===== src/rtl/core/nfsf_pkg.sv =====
package nfsf_pkg;

  // Defaults for the core parameters
  localparam int SLOTS_DEF     = 1024;
  localparam int WORD_BITS_DEF = 64;

  // Fixed field widths
  localparam int TIME_W = 10;
  localparam int FREE_W = 11;

  typedef enum logic [1:0] {
    ACT_CLEAR = 2'd0,
    ACT_MARK  = 2'd1,
    ACT_QUERY = 2'd2
  } action_e;

  typedef enum logic [2:0] {
    ST_CLEAR,
    ST_IDLE,
    ST_DIV,
    ST_ADDR,
    ST_SCAN,
    ST_MARK
  } state_e;

endpackage


===== src/rtl/core/next_free_slot_finder_core.sv =====
// Next free slot finder. Keeps a busy bitmap of SLOTS time slots in a
// synchronous RAM of ceil(SLOTS/WORD_BITS) words. Pulse start while busy is
// low to hand in one command: clear (wipe the bitmap), mark (book one slot)
// or query (find the earliest unbooked slot at or after slot_time_i). A query
// answers with free_time_o on the single cycle where strobe_o is high; the
// receiver cannot stall, so it must take the answer then. An answer equal to
// SLOTS means no free slot inside the table; a query or mark at a time at or
// beyond SLOTS answers SLOTS or is dropped. A mark keeps busy high through
// the reciprocal divide, the read and the write back; a query holds busy
// through the divide, the address step and a scan of the bitmap words from
// the word of slot_time_i onward (one RAM read per cycle, up to the first
// word with a free slot or the last word), and strobe_o rises as busy falls.
// A mark or query at or beyond SLOTS is settled in the divide step alone. A
// clear, and the state right after reset, runs a wipe pass over the RAM, one
// word per cycle, with busy high. Code 3 on action_i is ignored and does not raise busy.
module next_free_slot_finder_core #(
  parameter int SLOTS     = nfsf_pkg::SLOTS_DEF,
  parameter int WORD_BITS = nfsf_pkg::WORD_BITS_DEF
) (
  input  logic                        clk_i,
  input  logic                        rst_ni,
  input  logic                        start,
  output logic                        busy,
  input  logic [1:0]                  action_i,
  input  logic [nfsf_pkg::TIME_W-1:0] slot_time_i,
  output logic                        strobe_o,
  output logic [nfsf_pkg::FREE_W-1:0] free_time_o
);

  localparam int TW     = nfsf_pkg::TIME_W;
  localparam int FW     = nfsf_pkg::FREE_W;
  localparam int NWORDS = (SLOTS + WORD_BITS - 1) / WORD_BITS;
  localparam int WIDX   = (NWORDS > 1) ? $clog2(NWORDS) : 1;
  localparam int BW     = $clog2(WORD_BITS);
  // position width: must hold any bit position of the last word
  localparam int PW     = $clog2(NWORDS * WORD_BITS + 1);
  // t / WORD_BITS as (t * RECIP) >> DIV_SH, exact for every 10-bit t
  localparam int DIV_SH = 18;
  localparam int RECIP  = ((1 << DIV_SH) + WORD_BITS - 1) / WORD_BITS;
  localparam int PRODW  = TW + DIV_SH + 1;

  localparam logic [WIDX-1:0] LAST_WORD = WIDX'(NWORDS - 1);

  nfsf_pkg::state_e state_q, state_d;

  logic [1:0]           action_q, action_d;
  logic [TW-1:0]        time_q, time_d;
  logic [TW-1:0]        quo_q, quo_d;
  logic [BW-1:0]        rem_q, rem_d;
  logic [WIDX-1:0]      word_q, word_d;
  logic [PW-1:0]        base_q, base_d;
  logic                 first_q, first_d;
  logic                 strobe_q, strobe_d;
  logic [FW-1:0]        free_q, free_d;

  // bitmap RAM, one read port with registered data, one write port
  logic [WORD_BITS-1:0] mem [NWORDS];
  logic [WORD_BITS-1:0] rd_data_q;
  logic [WIDX-1:0]      rd_addr;
  logic                 mem_we;
  logic [WIDX-1:0]      mem_waddr;
  logic [WORD_BITS-1:0] mem_wdata;

  logic [PRODW-1:0]     prod;
  logic [TW-1:0]        qmul;
  logic [WORD_BITS-1:0] avail;
  logic [BW-1:0]        hit_idx;
  logic [PW-1:0]        pos;
  logic                 out_of_table;

  always_ff @(posedge clk_i) begin
    if (mem_we) begin
      mem[mem_waddr] <= mem_wdata;
    end
    rd_data_q <= mem[rd_addr];
  end

  // divide datapath
  assign prod         = PRODW'(time_q) * PRODW'(RECIP);
  assign qmul         = TW'(quo_q * TW'(WORD_BITS));
  assign out_of_table = 32'(time_q) >= 32'(SLOTS);

  // free bits of the word under scan; first word masks off slots before t
  always_comb begin
    avail = ~rd_data_q;
    if (first_q) begin
      avail = avail & ({WORD_BITS{1'b1}} << rem_q);
    end
  end

  // lowest set bit
  always_comb begin
    hit_idx = '0;
    for (int k = WORD_BITS - 1; k >= 0; k--) begin
      if (avail[k]) begin
        hit_idx = BW'(k);
      end
    end
  end

  assign pos = base_q + PW'(hit_idx);

  always_comb begin
    state_d   = state_q;
    action_d  = action_q;
    time_d    = time_q;
    quo_d     = quo_q;
    rem_d     = rem_q;
    word_d    = word_q;
    base_d    = base_q;
    first_d   = first_q;
    strobe_d  = 1'b0;
    free_d    = free_q;
    rd_addr   = word_q;
    mem_we    = 1'b0;
    mem_waddr = word_q;
    mem_wdata = '0;
    busy      = (state_q != nfsf_pkg::ST_IDLE);

    unique case (state_q)
      nfsf_pkg::ST_CLEAR: begin
        // wipe pass, one word per cycle
        mem_we = 1'b1;
        if (word_q == LAST_WORD) begin
          state_d = nfsf_pkg::ST_IDLE;
        end else begin
          word_d = word_q + WIDX'(1);
        end
      end
      nfsf_pkg::ST_IDLE: begin
        if (start) begin
          action_d = action_i;
          time_d   = slot_time_i;
          case (nfsf_pkg::action_e'(action_i))
            nfsf_pkg::ACT_CLEAR: begin
              word_d  = '0;
              state_d = nfsf_pkg::ST_CLEAR;
            end
            nfsf_pkg::ACT_MARK,
            nfsf_pkg::ACT_QUERY: state_d = nfsf_pkg::ST_DIV;
            default: ;
          endcase
        end
      end
      nfsf_pkg::ST_DIV: begin
        quo_d = TW'(prod >> DIV_SH);
        if (out_of_table) begin
          // query past the table answers SLOTS, a mark there is dropped
          if (action_q == nfsf_pkg::ACT_QUERY) begin
            strobe_d = 1'b1;
            free_d   = FW'(SLOTS);
          end
          state_d = nfsf_pkg::ST_IDLE;
        end else begin
          state_d = nfsf_pkg::ST_ADDR;
        end
      end
      nfsf_pkg::ST_ADDR: begin
        rem_d   = BW'(time_q - qmul);
        word_d  = WIDX'(quo_q);
        base_d  = PW'(qmul);
        first_d = 1'b1;
        rd_addr = WIDX'(quo_q);
        state_d = (action_q == nfsf_pkg::ACT_MARK) ? nfsf_pkg::ST_MARK : nfsf_pkg::ST_SCAN;
      end
      nfsf_pkg::ST_MARK: begin
        // read-modify-write; no other access can overlap
        mem_we    = 1'b1;
        mem_wdata = rd_data_q | (WORD_BITS'(1) << rem_q);
        state_d   = nfsf_pkg::ST_IDLE;
      end
      nfsf_pkg::ST_SCAN: begin
        // next word is fetched while this one is checked
        rd_addr = (word_q == LAST_WORD) ? word_q : word_q + WIDX'(1);
        if (avail != '0) begin
          strobe_d = 1'b1;
          free_d   = (32'(pos) >= 32'(SLOTS)) ? FW'(SLOTS) : FW'(pos);
          state_d  = nfsf_pkg::ST_IDLE;
        end else if (word_q == LAST_WORD) begin
          strobe_d = 1'b1;
          free_d   = FW'(SLOTS);
          state_d  = nfsf_pkg::ST_IDLE;
        end else begin
          word_d  = word_q + WIDX'(1);
          base_d  = base_q + PW'(WORD_BITS);
          first_d = 1'b0;
        end
      end
      default: state_d = nfsf_pkg::ST_IDLE;
    endcase
  end

  always_ff @(posedge clk_i or negedge rst_ni) begin
    if (!rst_ni) begin
      state_q  <= nfsf_pkg::ST_CLEAR;
      word_q   <= '0;
      strobe_q <= 1'b0;
    end else begin
      state_q  <= state_d;
      word_q   <= word_d;
      strobe_q <= strobe_d;
    end
  end

  always_ff @(posedge clk_i) begin
    action_q <= action_d;
    time_q   <= time_d;
    quo_q    <= quo_d;
    rem_q    <= rem_d;
    base_q   <= base_d;
    first_q  <= first_d;
    free_q   <= free_d;
  end

  assign strobe_o    = strobe_q;
  assign free_time_o = free_q;

endmodule


===== config.mk =====
export PLATFORM = sky130hd
export DESIGN_NAME = next_free_slot_finder_core
export DESIGN_NICKNAME = d
export VERILOG_FILES = /design/src/rtl/core/nfsf_pkg.sv /design/src/rtl/core/next_free_slot_finder_core.sv
export SDC_FILE = /design/constraint.sdc
export NUM_CORES = 2
export LEC_CHECK = 0
export BUFFER_PORTS_ARGS = -buffer_cell sky130_fd_sc_hd__buf_4
export CORE_UTILIZATION = 65
export DETAILED_ROUTE_END_ITERATION = 8
export MAX_ROUTING_LAYER = met4
export PLACE_DENSITY_LB_ADDON = 0.25
export REMOVE_ABC_BUFFERS = 1
export SKIP_LAST_GASP = 1
export SLEW_MARGIN = 20
export SYNTH_ARGS = -nofsm -noshare
export SYNTH_HDL_FRONTEND = slang
export SYNTH_SLANG_ARGS = --single-unit

===== constraint.sdc =====
create_clock -name clk_i -period 11.5 [get_ports clk_i]
set_input_delay 1.15 -clock clk_i [delete_from_list [all_inputs] [get_ports clk_i]]
set_output_delay 1.15 -clock clk_i [all_outputs]
set_load 0.02 [all_outputs]

==> results by group <==
Outcome
  • Status: completed

Clock network
  • CTS root buffer: clkbuf_16
  • Post-CTS Setup Repair Bufs: 0
  • Hold_buf cts: 0
  • Clk_lat worst skew: 690 ps
  • Clk pin slew, worst setup/hold paths: 60 ps
  • Post-CTS Resized: 0
  • CTS tree: done
  • Clock sinks: 1135
  • Deepest clock path buffer count: 3
  • TritonCTS buffer count: 108
  • H-Tree Depth: 3

Setup path
  • Critical path class: flip-flop to flip-flop
  • Crit path max-delay family: buffers and inverters
  • Worst-path cell chain: and3b_1 -> mux2_2 -> o211a_4 -> buf_4 -> buf_4 -> mux2i_1 -> mux2i_1 -> a22oi_1 -> o221ai_1
  • CP max stage cell: buf_4
  • Worst Setup End Kind: flip-flop
  • WP buf/inv: 2
  • Worst path arrival time: 5270 ps
  • Critical Path RT: 12010 ps
  • Critical path peak fanout: 63
  • Critical Path Start Type: flip-flop
  • Max stage delay on crit path: 910 ps

GRT
  • First-pass GRT wire length: ~170000 microns
  • Initial antenna violation count: 0
  • GRT Util Overall: 31.88%
  • GRT Residual Overflow: 0
  • Pin count of the biggest net entering global routing: 169
  • Vias in the first global route: 26340

Place
  • Final Wtd Congestion: 0.9700
  • Post-placement cell area: 47700 sq um
  • HPWL Detailed: 59910 microns
  • DP Cell Count: 3797
  • Port bufs: 27

Floorplanning
  • DIE HEIGHT: 269.6 microns
  • I/O pin total: 28
  • Die Footprint: 72710 sq um
  • Row cnt: 97
  • Initial Util: 66.03%
  • Die Wd: about 270 microns
  • Core footprint: 70510 sq um

Min path
  • Hold crit path type: primary input to async pin

Power
  • Clock group share of total power: 24.7%
  • Psw: 5.059 mW
  • Leakage power: 19.18 nW
  • Int Power: 9.259 mW
  • Flop pwr share: around two fifths
  • Net Sw Frac: 35.33%
  • Logic pwr share: 36.5%
  • Overall power: 14.32 mW
  • Power Density: 278.9 nW/um^2
  • Worst IR drop on VDD: about 0.00029 V

Detailed routing
  • Drt first-iter violations: 3032
  • DR pass1 iterations: 5
  • DR WL/cell: 28.13 microns
  • Via density: 6.647
  • Routed Antenna Nets: 0
  • # DRC: 0
  • Post-Route WL: 112600 microns
  • Via count: ~27000

Synthesis
  • Synth async-reset ratio: less than 1%
  • Cells after Synth: 2951
  • Post-synth cell types: 84
  • Yosys warns: 0
  • Top FF cell, synth: edfxtp_1
  • Post-Syn Area per Cell: 15.78 sq um
  • EDFF count, synth: 1063
  • Register area share after synthesis: a little under three quarters
  • Synthesized flop and latch total: 1135
  • Mapped cell area: ~47000 sq um

Timing
  • Fin. Hold Viols: 0
  • Min Tclk post-route: 4756 ps
  • Slew Limit Fails: 0
  • Setup TNS: 0 ps
  • Clk_skew: 34.89 ps
  • Final period util: between 40% and 50%
  • Worst relative slew slack: between 9 and 10%
  • F_max: 210.2 MHz
  • Worst Tran Pin Value: 1364 ps
  • Setup Viol. Count Final: 0
  • RSZ-0062 raised after global routing: false

Flow run
  • MaxCap Viol Count: 0

Finish
  • Ant. Diodes: 0
  • Commonest non-fill, non-tap cell in the layout: edfxtp_1
  • Most frequent cells in the layout: edfxtp_1 (1063), mux2i_1 (512), nor2_1 (241), a21oi_1 (221), mux2_2 (129)
  • Synth-to-layout area growth: 10.28%
  • Final instance area: about 50000 sq um
  • # nets final: 2990
  • Layout Cells excl Fill: 4003
  • Layout cells sized above 1: between 10% and 20%
-- cells by family (layout without fill, tap and decap cells) --
family                   count (synthesis)  after routing  synth area share (%)
AO/OA/AOI/OAI                          521            521                 7.406
multiplexers                           642            642                 14.16
buffers and inverters                  197            309                 2.034
XOR/XNOR                                 3              3               0.05644
adder cells (fa/ha/maj)                  8              8                0.2042
AND/OR/NAND/NOR                        445            445                 4.399
flip-flops                            1135           1135                 71.74
-- registers in the layout (all words and copies together), names as in the netlist --
name,cells
base_q,5
quo_q,4
rd_data_q,64
first_q,1
mem_waddr,4
action_q,2
free_time_o,11
state_q,3
strobe_o,1
rem_q,6
mem,1024
time_q,10
-- layout make-up --
class	instances	area, sq um
inverter	20	75.07
fill	4289	19170
multi-input combinational	1619	12380
clock buffer	153	3105
tap	940	1176
sequential	1135	33400
clock inverter	51	495.5
timing repair buffer	85	708.2
-- worst paths after layout --
check                                       start                  endpoint  slack [ps]  cells after the start
setup / recovery           state_q[1]$_DFFE_PN0P_     rd_data_q[55]$_DFF_P_        6740                      9
hold reg to reg               time_q[1]$_DFFE_PP_        rem_q[1]$_DFFE_PN_         420                      0
min in group clk_i            time_q[1]$_DFFE_PP_        rem_q[1]$_DFFE_PN_         420                      0
setup reg to reg           state_q[1]$_DFFE_PN0P_     rd_data_q[55]$_DFF_P_        6740                      9
max in group asynchronous                  rst_ni  mem_waddr[0]$_DFFE_PN0P_       11050                      1
hold / removal                             rst_ni  mem_waddr[1]$_DFFE_PN0P_         300                      1
-- cell usage after synthesis, drive strengths merged, types with 11 or more instances --
| cell type | instances | area share (%) |
|---|---|---|
| mux2 | 130 | 3.2 |
| o221ai | 67 | 1.3 |
| dfxtp | 64 | 2.8 |
| a22oi | 65 | 1.0 |
| mux2i | 512 | 11 |
| clkbuf | 75 | 0.60 |
| and2 | 11 | 0.15 |
| nor2b | 12 | 0.16 |
| nand2b | 18 | 0.24 |
| nand3 | 20 | 0.24 |
| inv | 20 | 0.16 |
| buf | 102 | 1.3 |
| a21oi | 224 | 2.4 |
| nand2 | 50 | 0.40 |
| o21ai | 32 | 0.34 |
| nor2 | 257 | 2.1 |
| nor3 | 29 | 0.31 |
| edfxtp | 1063 | 69 |
| a31oi | 32 | 0.43 |
-- per-stage QoR --
stage | util, % | hold slack, ps | worst slack (ps)
floorplan | - | 400.3 | -6506
global placement | 67.64 | 409.6 | 7023
detailed placement | 67.64 | 412.7 | 6820
CTS | 72.75 | 279.0 | 6762
global route | 72.82 | 288.3 | 6441
finish | 72.82 | 304.7 | 6744
-- layer usage --
metal  up-vias  routed length (microns)  part of all wire, %  GRT usage (%)
met3       289                     8763                  7.8          4.462
met1     13480                    44110                   39          41.35
met2      1259                    55550                   49          51.66
met4         0                     4172                  3.7          12.08
li1      11580                        -                    -              -
met5         -                        0                    0              -
-- power groups by stage --
stage / combinational (mW) / sequential (mW) / clock (mW)
4_1_cts: 5.15 / 5.54 / 3.57
2_1_floorplan: 4.29 / 5.51 / 0
6_report: 5.23 / 5.55 / 3.54
5_1_grt: 5.53 / 5.57 / 3.73
3_5_place_dp: 5.10 / 5.62 / 0
3_3_place_gp: 4.98 / 5.60 / 0
Note: power is estimated with default switching activity, not from simulation.
